--- config.mk ---
export PLATFORM = sky130hd
export DESIGN_NAME = sd_spi_command_engine
export DESIGN_NICKNAME = d
export VERILOG_FILES = /design/src/sdsce_pkg.sv /design/src/sd_spi_command_engine.sv
export SDC_FILE = /design/constraint.sdc
export NUM_CORES = 1
export LEC_CHECK = 0
export BUFFER_PORTS_ARGS = -buffer_cell sky130_fd_sc_hd__clkbuf_2
export CAP_MARGIN = 15
export CELL_PAD_IN_SITES_DETAIL_PLACEMENT = 0
export CELL_PAD_IN_SITES_GLOBAL_PLACEMENT = 2
export CORE_AREA = 2 2 134 136
export CTS_BUF_LIST = sky130_fd_sc_hd__clkbuf_4 sky130_fd_sc_hd__clkbuf_8
export DETAILED_ROUTE_END_ITERATION = 16
export DIE_AREA = 0 0 136 138
export HOLD_SLACK_MARGIN = 0.15
export PLACE_DENSITY_LB_ADDON = 0.1
export SYNTH_ARGS = -nofsm -noshare
export SYNTH_HDL_FRONTEND = slang
export SYNTH_SLANG_ARGS = --single-unit
--- constraint.sdc ---
create_clock -name aclk -period 9.58 [get_ports aclk]
set_input_delay 1.916 -clock aclk [delete_from_list [all_inputs] [get_ports aclk]]
set_output_delay 1.916 -clock aclk [all_outputs]
set_load 0.02 [all_outputs]
--- src/sdsce_pkg.sv ---
// Shared types, field offsets and frame helpers for the SD SPI command engine.
package sdsce_pkg;

    typedef enum logic [1:0] {
        OP_START = 2'd0,
        OP_RX    = 2'd1,
        OP_TICK  = 2'd2,
        OP_NONE  = 2'd3
    } op_t;

    typedef enum logic [3:0] {
        PH_IDLE    = 4'd0,
        PH_DESEL   = 4'd1,
        PH_SEL     = 4'd2,
        PH_READY   = 4'd3,
        PH_FRAME   = 4'd4,
        PH_DISCARD = 4'd5,
        PH_RESP    = 4'd6,
        PH_TDESEL  = 4'd7
    } phase_t;

    // Configuration register indexes
    localparam logic REG_READY_TIMEOUT = 1'b0;
    localparam logic REG_POLL_LIMIT    = 1'b1;

    localparam logic [15:0] READY_TIMEOUT_RST = 16'd500;
    localparam logic [7:0]  POLL_LIMIT_RST    = 8'd10;

    localparam logic [5:0] CMD_GO_IDLE   = 6'd0;
    localparam logic [5:0] CMD_IF_COND   = 6'd8;
    localparam logic [5:0] CMD_STOP      = 6'd12;
    localparam logic [5:0] CMD_APP_CMD   = 6'd55;

    localparam logic [7:0] BYTE_IDLE     = 8'hFF;
    localparam logic [7:0] START_BITS    = 8'h40;
    localparam logic [7:0] CRC_CMD0      = 8'h95;
    localparam logic [7:0] CRC_CMD8      = 8'h87;
    localparam logic [7:0] CRC_OTHER     = 8'h01;
    localparam logic [7:0] FRAME_LEN     = 8'd6;

    // Input tdata layout
    localparam int IN_TDATA_W = 48;
    // Result tdata layout
    localparam int OUT_TDATA_W  = 24;
    localparam int OB_TX_VALID  = 0;
    localparam int OB_TX_BYTE   = 1;
    localparam int OB_CS        = 9;
    localparam int OB_DONE      = 10;
    localparam int OB_RESPONSE  = 11;
    localparam int OB_TIMED_OUT = 19;

    // Byte k of the six-byte command frame
    function automatic logic [7:0] frame_byte(input logic [7:0] k, input logic [5:0] cmd,
                                              input logic [31:0] arg);
        logic [7:0] b;
        case (k)
            8'd0: b = START_BITS | {2'b00, cmd};
            8'd1: b = arg[31:24];
            8'd2: b = arg[23:16];
            8'd3: b = arg[15:8];
            8'd4: b = arg[7:0];
            default: begin
                if (cmd == CMD_GO_IDLE)      b = CRC_CMD0;
                else if (cmd == CMD_IF_COND) b = CRC_CMD8;
                else                         b = CRC_OTHER;
            end
        endcase
        return b;
    endfunction

endpackage

--- src/sd_spi_command_engine.sv ---
// SD card SPI-mode command engine: sequences one command as byte exchanges.
//
// Usage: the host sends transactions on the s_axis channel. tuser carries the
// operation (start command, card byte received, millisecond tick); tdata
// carries the command index, application flag, argument and the card byte.
// Each start or card byte may produce one result transaction on m_axis: either
// a byte to clock out (tx_valid) together with the select line state, or the
// finish of the command with the R1 response and a timeout flag.
// The host clocks out each requested byte and returns the card's answer as
// the next card-byte transaction; ticks drive the ready timeout.
// A result appears in the output register in the cycle after the transaction
// is accepted. Throughput: one transaction per cycle unless the output stalls;
// all work is a single combinational pass from the accepted transaction and
// the sequencer state into the state and result registers.
// Stall: s_axis_tready drops only while a result sits in the output register
// and the receiver holds m_axis_tready low; the result is held unchanged.
// Reset (aresetn low, synchronous): sequencer idle, select line inactive,
// result register empty, registers back to 500 ticks and 10 polls.
// Configuration is written through cfg_we/cfg_index/cfg_wdata, no handshake.
module sd_spi_command_engine #(
    parameter int TIMER_BITS = 16
) (
    input  logic        aclk,
    input  logic        aresetn,
    input  logic        s_axis_tvalid,
    output logic        s_axis_tready,
    // [5:0] command_index, [6] app_command, [38:7] argument, [46:39] rx_byte
    input  logic [47:0] s_axis_tdata,
    // [1:0] operation
    input  logic [1:0]  s_axis_tuser,
    output logic        m_axis_tvalid,
    input  logic        m_axis_tready,
    // [0] tx_valid, [8:1] tx_byte, [9] chip_select_active, [10] done_res,
    // [18:11] response, [19] timed_out
    output logic [23:0] m_axis_tdata,
    input  logic        cfg_we,
    input  logic        cfg_index,
    input  logic [15:0] cfg_wdata
);

    // Configuration registers
    logic [15:0] ready_timeout_reg;
    logic [7:0]  poll_limit_reg;

    // Sequencer state
    sdsce_pkg::phase_t      phase_reg, phase_next;
    logic [7:0]             byte_count_reg, byte_count_next;
    logic [5:0]             held_index_reg, held_index_next;
    logic [31:0]            held_argument_reg, held_argument_next;
    logic                   prefix_reg, prefix_next;
    logic [TIMER_BITS-1:0]  ticks_left_reg, ticks_left_next;
    logic                   cs_reg, cs_next;

    // Result register
    logic        out_valid_reg, out_valid_next;
    logic [23:0] out_data_reg, out_data_next;

    logic        accept;
    logic [1:0]  op;
    logic [5:0]  in_index;
    logic        in_app;
    logic [31:0] in_arg;
    logic [7:0]  in_rx;
    logic [47:0] timeout_wide;

    assign op       = s_axis_tuser;
    assign in_index = s_axis_tdata[5:0];
    assign in_app   = s_axis_tdata[6];
    assign in_arg   = s_axis_tdata[38:7];
    assign in_rx    = s_axis_tdata[46:39];

    // Timer load, zero-extended then cut to the timer width
    assign timeout_wide = {32'd0, ready_timeout_reg};

    // Output register frees up when empty or being taken this cycle
    assign s_axis_tready = !out_valid_reg || m_axis_tready;
    assign accept        = s_axis_tvalid && s_axis_tready;

    assign m_axis_tvalid = out_valid_reg;
    assign m_axis_tdata  = out_data_reg;

    always_ff @(posedge aclk) begin
        if (!aresetn) begin
            ready_timeout_reg <= sdsce_pkg::READY_TIMEOUT_RST;
            poll_limit_reg    <= sdsce_pkg::POLL_LIMIT_RST;
        end else if (cfg_we) begin
            case (cfg_index)
                sdsce_pkg::REG_READY_TIMEOUT: ready_timeout_reg <= cfg_wdata;
                sdsce_pkg::REG_POLL_LIMIT:    poll_limit_reg    <= cfg_wdata[7:0];
                default: ;
            endcase
        end
    end

    always_ff @(posedge aclk) begin
        if (!aresetn) begin
            phase_reg         <= sdsce_pkg::PH_IDLE;
            byte_count_reg    <= '0;
            held_index_reg    <= '0;
            held_argument_reg <= '0;
            prefix_reg        <= 1'b0;
            ticks_left_reg    <= '0;
            cs_reg            <= 1'b0;
            out_valid_reg     <= 1'b0;
        end else begin
            phase_reg         <= phase_next;
            byte_count_reg    <= byte_count_next;
            held_index_reg    <= held_index_next;
            held_argument_reg <= held_argument_next;
            prefix_reg        <= prefix_next;
            ticks_left_reg    <= ticks_left_next;
            cs_reg            <= cs_next;
            out_valid_reg     <= out_valid_next;
        end
    end

    always_ff @(posedge aclk) begin
        out_data_reg <= out_data_next;
    end

    always_comb begin
        logic       emit;
        logic       r_tx_valid;
        logic [7:0] r_tx_byte;
        logic       r_done;
        logic [7:0] r_resp;
        logic       r_to;
        logic       do_begin;
        logic       do_poll;
        logic [5:0] cur_cmd;
        logic [31:0] cur_arg;
        logic [7:0] cnt_inc;

        phase_next         = phase_reg;
        byte_count_next    = byte_count_reg;
        held_index_next    = held_index_reg;
        held_argument_next = held_argument_reg;
        prefix_next        = prefix_reg;
        ticks_left_next    = ticks_left_reg;
        cs_next            = cs_reg;
        emit       = 1'b0;
        r_tx_valid = 1'b0;
        r_tx_byte  = '0;
        r_done     = 1'b0;
        r_resp     = '0;
        r_to       = 1'b0;
        do_begin   = 1'b0;
        do_poll    = 1'b0;
        cnt_inc    = byte_count_reg + 8'd1;

        if (accept) begin
            case (op)
                sdsce_pkg::OP_TICK: begin
                    if (ticks_left_reg != '0)
                        ticks_left_next = ticks_left_reg - TIMER_BITS'(1);
                end
                sdsce_pkg::OP_START: begin
                    if (phase_reg == sdsce_pkg::PH_IDLE) begin
                        held_index_next    = in_index;
                        prefix_next        = in_app;
                        held_argument_next = in_arg;
                        do_begin           = 1'b1;
                    end
                end
                sdsce_pkg::OP_RX: begin
                    case (phase_reg)
                        sdsce_pkg::PH_DESEL: begin
                            cs_next    = 1'b1;
                            phase_next = sdsce_pkg::PH_SEL;
                            emit = 1'b1; r_tx_valid = 1'b1; r_tx_byte = sdsce_pkg::BYTE_IDLE;
                        end
                        sdsce_pkg::PH_SEL: begin
                            ticks_left_next = timeout_wide[TIMER_BITS-1:0];
                            phase_next      = sdsce_pkg::PH_READY;
                            emit = 1'b1; r_tx_valid = 1'b1; r_tx_byte = sdsce_pkg::BYTE_IDLE;
                        end
                        sdsce_pkg::PH_READY: begin
                            emit = 1'b1; r_tx_valid = 1'b1;
                            if (in_rx == sdsce_pkg::BYTE_IDLE) begin
                                phase_next      = sdsce_pkg::PH_FRAME;
                                byte_count_next = '0;
                                cur_cmd   = prefix_reg ? sdsce_pkg::CMD_APP_CMD : held_index_reg;
                                cur_arg   = prefix_reg ? 32'd0 : held_argument_reg;
                                r_tx_byte = sdsce_pkg::frame_byte(8'd0, cur_cmd, cur_arg);
                            end else begin
                                r_tx_byte = sdsce_pkg::BYTE_IDLE;
                                if (ticks_left_reg == '0) begin
                                    cs_next    = 1'b0;
                                    phase_next = sdsce_pkg::PH_TDESEL;
                                end
                            end
                        end
                        sdsce_pkg::PH_FRAME: begin
                            byte_count_next = cnt_inc;
                            cur_cmd = prefix_reg ? sdsce_pkg::CMD_APP_CMD : held_index_reg;
                            cur_arg = prefix_reg ? 32'd0 : held_argument_reg;
                            if (cnt_inc < sdsce_pkg::FRAME_LEN) begin
                                emit = 1'b1; r_tx_valid = 1'b1;
                                r_tx_byte = sdsce_pkg::frame_byte(cnt_inc, cur_cmd, cur_arg);
                            end else if (cur_cmd == sdsce_pkg::CMD_STOP) begin
                                phase_next = sdsce_pkg::PH_DISCARD;
                                emit = 1'b1; r_tx_valid = 1'b1;
                                r_tx_byte = sdsce_pkg::BYTE_IDLE;
                            end else begin
                                do_poll = 1'b1;
                            end
                        end
                        sdsce_pkg::PH_DISCARD: do_poll = 1'b1;
                        sdsce_pkg::PH_RESP: begin
                            if (in_rx[7] && byte_count_reg > 8'd1) begin
                                byte_count_next = byte_count_reg - 8'd1;
                                emit = 1'b1; r_tx_valid = 1'b1;
                                r_tx_byte = sdsce_pkg::BYTE_IDLE;
                            end else if (prefix_reg && in_rx <= 8'd1) begin
                                // CMD55 accepted: go straight on to the real command
                                prefix_next = 1'b0;
                                do_begin    = 1'b1;
                            end else begin
                                phase_next  = sdsce_pkg::PH_IDLE;
                                prefix_next = 1'b0;
                                emit = 1'b1; r_done = 1'b1; r_resp = in_rx;
                            end
                        end
                        sdsce_pkg::PH_TDESEL: begin
                            phase_next  = sdsce_pkg::PH_IDLE;
                            prefix_next = 1'b0;
                            emit = 1'b1; r_done = 1'b1;
                            r_resp = sdsce_pkg::BYTE_IDLE; r_to = 1'b1;
                        end
                        default: phase_next = sdsce_pkg::PH_IDLE;
                    endcase
                end
                default: ;
            endcase
        end

        cur_cmd = prefix_next ? sdsce_pkg::CMD_APP_CMD : held_index_next;
        cur_arg = prefix_next ? 32'd0 : held_argument_next;

        if (do_begin) begin
            emit = 1'b1; r_tx_valid = 1'b1;
            if (cur_cmd != sdsce_pkg::CMD_STOP) begin
                cs_next    = 1'b0;
                phase_next = sdsce_pkg::PH_DESEL;
                r_tx_byte  = sdsce_pkg::BYTE_IDLE;
            end else begin
                // CMD12 goes out with the select line left as it is
                phase_next      = sdsce_pkg::PH_FRAME;
                byte_count_next = '0;
                r_tx_byte       = sdsce_pkg::frame_byte(8'd0, cur_cmd, cur_arg);
            end
        end

        if (do_poll) begin
            byte_count_next = (poll_limit_reg != 8'd0) ? poll_limit_reg : 8'd1;
            phase_next      = sdsce_pkg::PH_RESP;
            emit = 1'b1; r_tx_valid = 1'b1; r_tx_byte = sdsce_pkg::BYTE_IDLE;
        end

        // Output register: load on a new result, clear once taken
        if (emit) begin
            out_valid_next = 1'b1;
            out_data_next  = {4'd0, r_to, r_resp, r_done, cs_next, r_tx_byte, r_tx_valid};
        end else begin
            out_valid_next = out_valid_reg && !m_axis_tready;
            out_data_next  = out_data_reg;
        end
    end

endmodule

Word level (Yosys, flattened, before mapping)

Index checks and enable logic that the tools add are counted.

Logic and storage cells: 170
Bits in registers: 113
Bits of input ports: 72
Output and inout bits: 26

Multiplexer cells: 85
Reduce and logical (&&, ||, !) cells: 31
Equality and inequality tests: 31
Bitwise logic cells: 2
Add/sub/neg operators: 3
$lt $le $gt $ge: 3

Operator list:

| kind                                                | number |
|---|---|
| two-way mux 8 bit                                   | 20 |
| case mux 8 bit (5 select lines)                     | 1 |
| two-way mux 4 bit                                   | 9 |
| two-way mux 1 bit                                   | 32 |
| two-way mux 16 bit                                  | 2 |
| two-way mux 32 bit                                  | 1 |
| case mux 16 bit (2 select lines)                    | 1 |
| case mux 8 bit (4 select lines)                     | 1 |
| two-way mux 6 bit                                   | 5 |
| case mux 4 bit (6 select lines)                     | 1 |
| case mux 8 bit (3 select lines)                     | 1 |
| != test 4 bit, second input constant                | 5 |
| equality test 4 x 3 -> 1 bit, second input constant | 4 |
| equality test 8 x 2 -> 1 bit, second input constant | 2 |
| zero test 16 bit                                    | 1 |
| case mux 8 bit (2 select lines)                     | 1 |
| AND reduction 8 bit                                 | 2 |
| nonzero test 16 bit                                 | 1 |
| subtractor 16 x 1 -> 16 bit, second input constant  | 1 |
| != test 3 bit, second input constant                | 5 |
| equality test 6 x 4 -> 1 bit, second input constant | 2 |
| case mux 1 bit (2 select lines)                     | 6 |
| adder 8 x 1 -> 8 bit, second input constant         | 1 |
| equality test 4 x 2 -> 1 bit, second input constant | 2 |
| 33 further kinds                                    | 48 |

Depth between registers and ports, before layout

Gate-level depths: netlist (run 1).

Word-level depth: 11
Gate-level depth with buffers: 12

Worst setup path before layout (run 1)

Ideal clock, no wire load.

Path kind: in2reg
From: in m_axis_tready
To: reg out_data_reg[0] (netlist: m_axis_tdata[0]), enable pin
Required time: 9,155 ps
Library setup time: 425 ps
Arrival: 4,138 ps
Stages on the path: 5
Path slack: 5,017 ps
Cells stage by stage: nand2b_1 and3_1 clkbuf_1 o21ai_0 o21ai_0

Cells in the longest elaborated chain, start to end: 5

Ends and longest elaborated chain:

| item                   | line                         | text |
|---|---|---|
| start: declaration     | sd_spi_command_engine.sv:32  | `input logic m_axis_tready,` |
| logical OR 1 bit (*)   | sd_spi_command_engine.sv:76  | `assign s_axis_tready = !out_valid_reg \|\| m_axis_tready;` |
| logical AND 1 bit (*)  | sd_spi_command_engine.sv:77  | `assign accept = s_axis_tvalid && s_axis_tready;` |
| two-way mux 1 bit      | sd_spi_command_engine.sv:151 | `if (accept) begin` |
| two-way mux 1 bit      | sd_spi_command_engine.sv:240 | `if (do_begin) begin` |
| two-way mux 1 bit (*)  | sd_spi_command_engine.sv:254 | `if (do_poll) begin` |
| end signal: assignment | sd_spi_command_engine.sv:118 | `out_data_reg <= out_data_next;` |
| end: declaration       | sd_spi_command_engine.sv:56  | `logic [23:0] out_data_reg, out_data_next;` |

Every way passes the cells marked *; elsewhere a longest branch is shown, timed or not.
A chain may end at the register's enable or synchronous reset.

Worst setup path after layout (run 1)

From: in m_axis_tready
To: out s_axis_tready

Cells in the longest elaborated chain, start to end: 1

Ends and longest elaborated chain:

| item             | line                        | text |
|---|---|---|
| logical OR 1 bit | sd_spi_command_engine.sv:76 |  |
| end: declaration | sd_spi_command_engine.sv:26 | `output logic s_axis_tready,` |

No other way between the ends.

==> results of run 1 <==
how the worst min path moves through the flow:
stage                                       end  cells after the start                  start
after floorplan            ready_timeout_reg[7]                      2   ready_timeout_reg[7]
final                     held_argument_reg[12]                      2  held_argument_reg[12]
after detailed placement   ready_timeout_reg[8]                      2   ready_timeout_reg[8]
after CTS                 held_argument_reg[12]                      2  held_argument_reg[12]
after global routing      held_argument_reg[12]                      2  held_argument_reg[12]
after global placement    held_argument_reg[21]                      2  held_argument_reg[21]
cell usage after synthesis, types with 4 or more instances:
cell	count	area (µm²)
nand3b_1	6	45.0
o211ai_1	8	60.1
or2_2	4	25.0
inv_1	7	26.3
o21a_1	16	120
nand2b_1	14	87.6
edfxtp_1	20	601
ha_1	7	87.6
o2bb2ai_1	6	52.6
nor3_1	17	85.1
nand2_1	172	646
nand4_1	6	37.5
nor4b_1	4	35.0
o31ai_1	4	30.0
buf_4	5	37.5
buf_2	6	30.0
or3_1	7	43.8
a31oi_1	4	25.0
a21oi_1	40	200
a211oi_1	4	30.0
nor2b_1	11	68.8
a22oi_1	8	60.1
dfxtp_1	92	1840
nor2_1	51	191
nand3_1	16	80.1
a21boi_0	61	458
clkbuf_1	43	161
a222oi_1	8	80.1
o221ai_1	4	35.0
and2_1	9	56.3
nor4_1	10	62.6
o21ai_0	49	245
buf_1	4	15.0
tightest hold or removal path, stage by stage (launching register included):
cell,delay (ps)
dfxtp_1,330
nand2_1,50
a21boi_0,60
power by group through the flow:
stage | Clock (mW) | Sequential, mW | Combinational (mW)
final | 0.280 | 0.534 | 0.260
after global routing | 0.308 | 0.538 | 0.298
after CTS | 0.290 | 0.534 | 0.262
after detailed placement | 0 | 0.544 | 0.260
after global placement | 0 | 0.543 | 0.256
after floorplan | 0 | 0.539 | 0.188
final cells by class:
| class | count | area (µm²) |
|---|---|---|
| repair buffers | 99 | 513 |
| multi-input cells | 616 | 3570 |
| inverters | 7 | 26.3 |
| clock inverters | 7 | 62.6 |
| clock buffers | 9 | 124 |
| flip-flops and latches | 112 | 2440 |
| fillers | 1850 | 10500 |
| well taps | 229 | 287 |
per-stage QoR:
stage / utilization [%] / power, mW / setup WS [ps]
2_1_floorplan: - / 0.727 / 5020
5_1_grt: 40.1 / 1.14 / 5120
3_5_place_dp: 39.0 / 0.805 / 5000
4_1_cts: 40.1 / 1.09 / 5160
6_report: 40.1 / 1.07 / 5140
3_3_place_gp: 39.0 / 0.800 / 5020
metal layers:
| metal | vias to the layer above | track usage, % | part of all wire (%) |
|---|---|---|---|
| met2 | 189 | 31.9 | 46 |
| met4 | 0 | 7.18 | 2.5 |
| li1 | 2953 | - | - |
| met1 | 2768 | 29.0 | 47 |
| met5 | - | 0 | 0 |
| met3 | 29 | 2.27 | 5.1 |
logic make-up after synthesis:
group / Yosys count / synth area share [%]
simple gates: 345 / 25.6
compound gates: 252 / 28.3
flops: 112 / 38.9
buf+inv: 66 / 4.48
fa+ha+maj: 7 / 1.40
xor+xnor: 4 / 0.558
mux: 4 / 0.678
other cells: 1 / 0.0597
==> results.md, run 1 <==
* FF-to-FF End: m_axis_tdata[8]
* Clk sink count at 112
* Gpl congestion at 0.912
* Worst rel slew slack at 38.4%
* Clock-pin slew on the worst setup and hold paths at 120 ps
* Switching share of power at 34.0%
* WS Path Type: in -> out
* Worst slew pin tran at 924 ps
* CTS tree: done
* Worst R2R Start: byte_count_reg[1]
* Syn. warnings at 0
* CTS Root Buffer Type: clkbuf_8
* Pins over their slew limit at 0
* Vias in the first global route at 5732
* Antenna violations before repair at 0
* Fin cells at 1079
* RSZ-0062 raised after global routing: false
* DRC Markers at 0
* Area Overhead vs Synth at 12.0%
* Max IR drop VDD at 72.0 µV
* Post-synthesis register bit count at 112
* Status: finished, final reports clean
* Placed Instances at 1063
* Psw at 365 µW
* IO buf count at 92
* Vias per Instance at 5.50
* Average wire per standard cell at 17.5 µm
* Nature of the critical path startpoint: input pin
* Worst setup path end: s_axis_tready
* Synth Flop Type: dfxtp_1
* Synthesized area at 6280 µm²
* Sequential share of power at 49.8%
* Peak Freq at 225 MHz
* Critical path peak fanout at 5
* Setup crit end kind: output port
* Final Hold Vio Count at 0
* Commonest non-fill, non-tap cell in the layout: nand2_1
* PwrDens at 153 nW/µm²
* CTS resizes at 0
* R2R Setup Slk at 5700 ps
* Average size of a mapped cell at 7.94 µm²
* Die Y at 138 µm
* CP Cell Sequence: clkbuf_2 > nand2b_1 > clkbuf_2
* Number of cells on the critical path at 3
* Most frequent cells in the layout: 172 x nand2_1, 92 x dfxtp_1, 92 x clkbuf_2
* Post-CTS Hold Buffers at 0
* Worst min-delay path class: reg -> reg
* DR iter-0 viols at 390
* Comb pwr share at 24.2%
* Total global routing overflow at 0
* Setup TNS at 0 ps
* Number of flops mapped to enable cells by yosys at 20
* Total number of vias at 5939
* Site Rows at 49
* Period utilization at 46.3%
* Synth async-reset ratio at 0%
* Worst path slowest cell: nand2b_1
* Final hold slack at 474 ps
* Distinct cells, synth at 77
* Max_cap viols at 0
* Slowest stage delay, CP at 280 ps
* Worst r2r path cells at 7
* Area after DPL at 6840 µm²
* Clk pwr share at 26.0%
* Req. time, crit path at 7660 ps
* Clk_skew at 14.1 ps
* Post-Layout Inst Area at 7030 µm²
* Internal at 708 µW
* Max Root-Sink Buffers at 2
* Chip width at 136 µm
* Initial Util at 35.8%
* Antenna Violating Nets Remaining at 0
* DRT Pass-1 Iters at 5
* Fin crit period at 4440 ps
* Die area at 18800 µm²
* Largest delay share family, worst path: buffers and inverters
* Hpwl dp at 13.8 mm
* Pin count of the biggest net entering global routing at 89
* Clock latency on the worst-skew pair at 390 ps
* Leak Pwr at 2.55 nW
* Worst Setup SP: m_axis_tready
* Post-CTS Setup Bufs at 0
* Post-synthesis sequential area ratio at 38.9%
* Antenna cells at 0
* Max reg flops at 32
* WP buf/inv at 2
* Nets at 924
* Core footprint at 17500 µm²
* Crit path DAT at 2520 ps
* CP most frequent cell: clkbuf_2
* CTS buffer count at 9
* Final setup viols at 0
* DRT Wirelength at 18.9 mm
* I/O pins at 98
* Global-route usage over all layers at 20.4%
* H-tree lvl count at 3
* Layout cell share with drive strength beyond 1 at 15.9%
* Global-route wire length before repair at 30.5 mm
* Mapped Cells at 791
Power figures use the tool's default switching activity.
==> run 2, diff against run 1 <==
--- a/config.mk
+++ b/config.mk
@@ -9,10 +9,10 @@
 export CAP_MARGIN = 15
 export CELL_PAD_IN_SITES_DETAIL_PLACEMENT = 0
 export CELL_PAD_IN_SITES_GLOBAL_PLACEMENT = 2
-export CORE_AREA = 2 2 134 136
+export CORE_AREA = 2 2 139 141
 export CTS_BUF_LIST = sky130_fd_sc_hd__clkbuf_4 sky130_fd_sc_hd__clkbuf_8
 export DETAILED_ROUTE_END_ITERATION = 16
-export DIE_AREA = 0 0 136 138
+export DIE_AREA = 0 0 141 143
 export HOLD_SLACK_MARGIN = 0.15
 export PLACE_DENSITY_LB_ADDON = 0.1
 export SYNTH_ARGS = -nofsm -noshare
==> constraint.sdc (replaced) <==
create_clock -name aclk -period 4.32 [get_ports aclk]
set_input_delay 0.864 -clock aclk [delete_from_list [all_inputs] [get_ports aclk]]
set_output_delay 0.864 -clock aclk [all_outputs]
set_load 0.02 [all_outputs]
==> run 2 against run 1 <==
Net effect:
- total power increased by 130%
- register-to-register slack got worse by 5100 ps
- cell area rose by 0.87%
- clock power rose to 2.5 times the previous value
- die area is 7.4% higher
- sequential power increased by 120%
- clock-buffer cell count up 1
- combinational power increased by 130%
- sequential share of layout area down 0.30 points
- flip-flop and latch count stayed put
- routed wire length up 1.9%
- largest power group unchanged
==> results.md, run 2 (synthesis gave the netlist of run 1 again) <==
* Status: finished, final reports clean
* CTS Root Buffer Type: clkbuf_8
* Commonest non-fill, non-tap cell in the layout: nand2_1
* Period utilization at 85.2%
* Pin count of the biggest net entering global routing at 40 (-55%)
* Worst slew pin tran at 861 ps (-63.2 ps)
* Post-CTS Hold Buffers at 0 (unchanged)
* Clk sink count at 112 (unchanged)
* Antenna Violating Nets Remaining at 0 (unchanged)
* Chip width at 141 µm (+3.7%)
* RSZ-0062 raised after global routing: false
* Placed Instances at 1071 (+0.75%)
* Core footprint at 18600 µm² (+6.0%)
* CP Cell Sequence: ha_1 > nand3_1 > nor4_1 > o31a_1 > a2111oi_0 > nor3_1 > o211ai_1 > and2_1
* Pins over their slew limit at 0 (unchanged)
* Fin cells at 1087 (+0.74%)
* Nets at 927 (+0.32%)
* Max IR drop VDD at 151 µV (+110%)
* CTS resizes at 0 (unchanged)
* Fin crit period at 3680 ps
* IO buf count at 92 (unchanged)
* Sequential share of power at 47.7% (-2.1 points)
* GR Util met3 at 2.78% (+0.51 points)
* Largest delay share family, worst path: simple AND/OR/NAND/NOR gates
* Total number of vias at 5974 (+0.59%)
* Crit path DAT at 3980 ps (+1460 ps)
* Final Hold Vio Count at 0 (unchanged)
* WS Path Type: reg -> reg
* PwrDens at 350 nW/µm² (+130%)
* Switching share of power at 33.6% (-0.47 points)
* Max_cap viols at 0 (unchanged)
* Max reg flops at 32 (unchanged)
* Final Core Density at 38.2% (-1.9 points)
* Clk_skew at 14.7 ps (+0.587 ps)
* Fillers at 1998 (+8.0%)
* Hold path depth at 2 (unchanged)
* Psw at 832 µW (+130%)
* Most heavily used metal layer in global routing: met2
* GR Util met1 at 26.5% (-2.5 points)
* Site Rows at 50 (+2.0%)
* Vias per Instance at 5.50 (-0.15%)
* Most frequent cells in the layout: 172 x nand2_1, 92 x dfxtp_1, 92 x clkbuf_2
* I/O pins at 98 (unchanged)
* Layout cell share with drive strength beyond 1 at 16.2% (+0.30 points)
* Total global routing overflow at 0 (unchanged)
* Die Y at 143 µm (+3.6%)
* Area Overhead vs Synth at 12.9%
* Post-CTS Setup Bufs at 0 (unchanged)
* Clk pwr share at 28.5% (+2.5 points)
* Antenna violations before repair at 0 (unchanged)
* Worst r2r path cells at 8 (+1)
* Number of cells on the critical path at 8 (+5)
* Initial Util at 33.8% (-2.0 points)
* Req. time, crit path at 4620 ps (-3040 ps)
* DRT Wirelength at 19.2 mm (+1.9%)
* Setup TNS at 0 ps (unchanged)
* Average wire per standard cell at 17.7 µm (+1.2%)
* CTS buffer count at 9 (unchanged)
* Clock latency on the worst-skew pair at 400 ps (about the same)
* Gpl congestion at 0.861 (-5.5%)
* DRC Markers at 0 (unchanged)
* H-tree lvl count at 3 (unchanged)
* Die area at 20200 µm² (+7.4%)
* Hpwl dp at 14.3 mm (+4.0%)
* Global-route wire length before repair at 30.7 mm (+0.77%)
* Clock-pin slew on the worst setup and hold paths at 120 ps (about the same)
* Max Root-Sink Buffers at 2 (unchanged)
* Setup crit end kind: flop
* Slowest stage delay, CP at 680 ps (+400 ps)
* Vias in the first global route at 5702 (-0.52%)
* Worst rel slew slack at 42.6% (+4.2 points)
* Antenna cells at 0 (unchanged)
* Nature of the critical path startpoint: flop
* Global-route usage over all layers at 19.4% (-0.98 points)
* Final setup viols at 0 (unchanged)
* Worst path slowest cell: nor3_1
* Peak Freq at 272 MHz
* CTS tree: done
* Leak Pwr at 2.58 nW (+1.2%)
* Worst min-delay path class: reg -> reg
* Critical path peak fanout at 15 (+10)
* DRT Pass-1 Iters at 5 (unchanged)
* Met2 usage at 32.1% (+0.17 points)
* DR iter-0 viols at 448 (+15%)
* Internal at 1.65 mW (+130%)
* WP buf/inv at 0 (-2)
* Comb pwr share at 23.8% (-0.4 points)
[run 2: changes by cell type in the layout (fill, tap and decap cells not counted), sizes merged]
cell	delta
bufinv	+1
clkinvlp	-1
buf	+3
clkinv	-1
clkbuf	+1
[run 2: layout make-up]
type | instances | area, µm² | area share (%)
Clock buffer | 10 | 138 | 1.94
Clock inverter | 6 | 81.3 | 1.15
Inverter | 7 | 26.3 | 0.371
Multi-Input combinational cell | 616 | 3570 | 50.4
Sequential cell | 112 | 2440 | 34.5
Tap cell | 234 | 293 | 4.13
Timing Repair Buffer | 102 | 536 | 7.55
[run 2: metrics by stage]
| step | total power, mW | hold slack [ps] | instance area [µm²] | setup WS (ps) |
|---|---|---|---|---|
| 2_1_floorplan | 1.61 | 440 | 6290 | 714 |
| 3_3_place_gp | 1.78 | 453 | 6870 | 777 |
| 3_5_place_dp | 1.79 | 458 | 6870 | 729 |
| 4_1_cts | 2.51 | 477 | 7090 | 707 |
| 5_1_grt | 2.63 | 495 | 7090 | 363 |
| 6_report | 2.48 | 475 | 7090 | 640 |
[run 2: power groups by stage]
stage,Combinational (mW),Sequential (mW),Clock (mW)
floorplan,0.417,1.19,0
global placement,0.575,1.20,0
detailed placement,0.589,1.21,0
CTS,0.592,1.18,0.731
global route,0.668,1.19,0.771
finish,0.591,1.18,0.706
[run 2: per-layer routing]
| layer | share of wire (%) | wire length [µm] | vias up |
|---|---|---|---|
| li1 | - | - | 2960 |
| met1 | 48 | 9200 | 2826 |
| met2 | 47 | 8970 | 169 |
| met3 | 4.2 | 809 | 19 |
| met4 | 1.4 | 263 | 0 |
| met5 | 0 | 0 | - |
[run 2: worst register-to-register path: stages (launching register included)]
cell       delay (ps)
dfxtp_1           670
ha_1              590
nand3_1           200
nor4_1            420
o31a_1            330
a2111oi_0         170
nor3_1            680
o211ai_1          300
and2_1            240
[run 2: path summary, 6_finish.rpt]
path                   startpoint                   end  slack (ps)
max             byte_count_reg[0]         m_axis_tvalid         640
min          held_argument_reg[2]  held_argument_reg[2]         470
min reg2reg  held_argument_reg[2]  held_argument_reg[2]         470
max reg2reg     byte_count_reg[0]         m_axis_tvalid         640
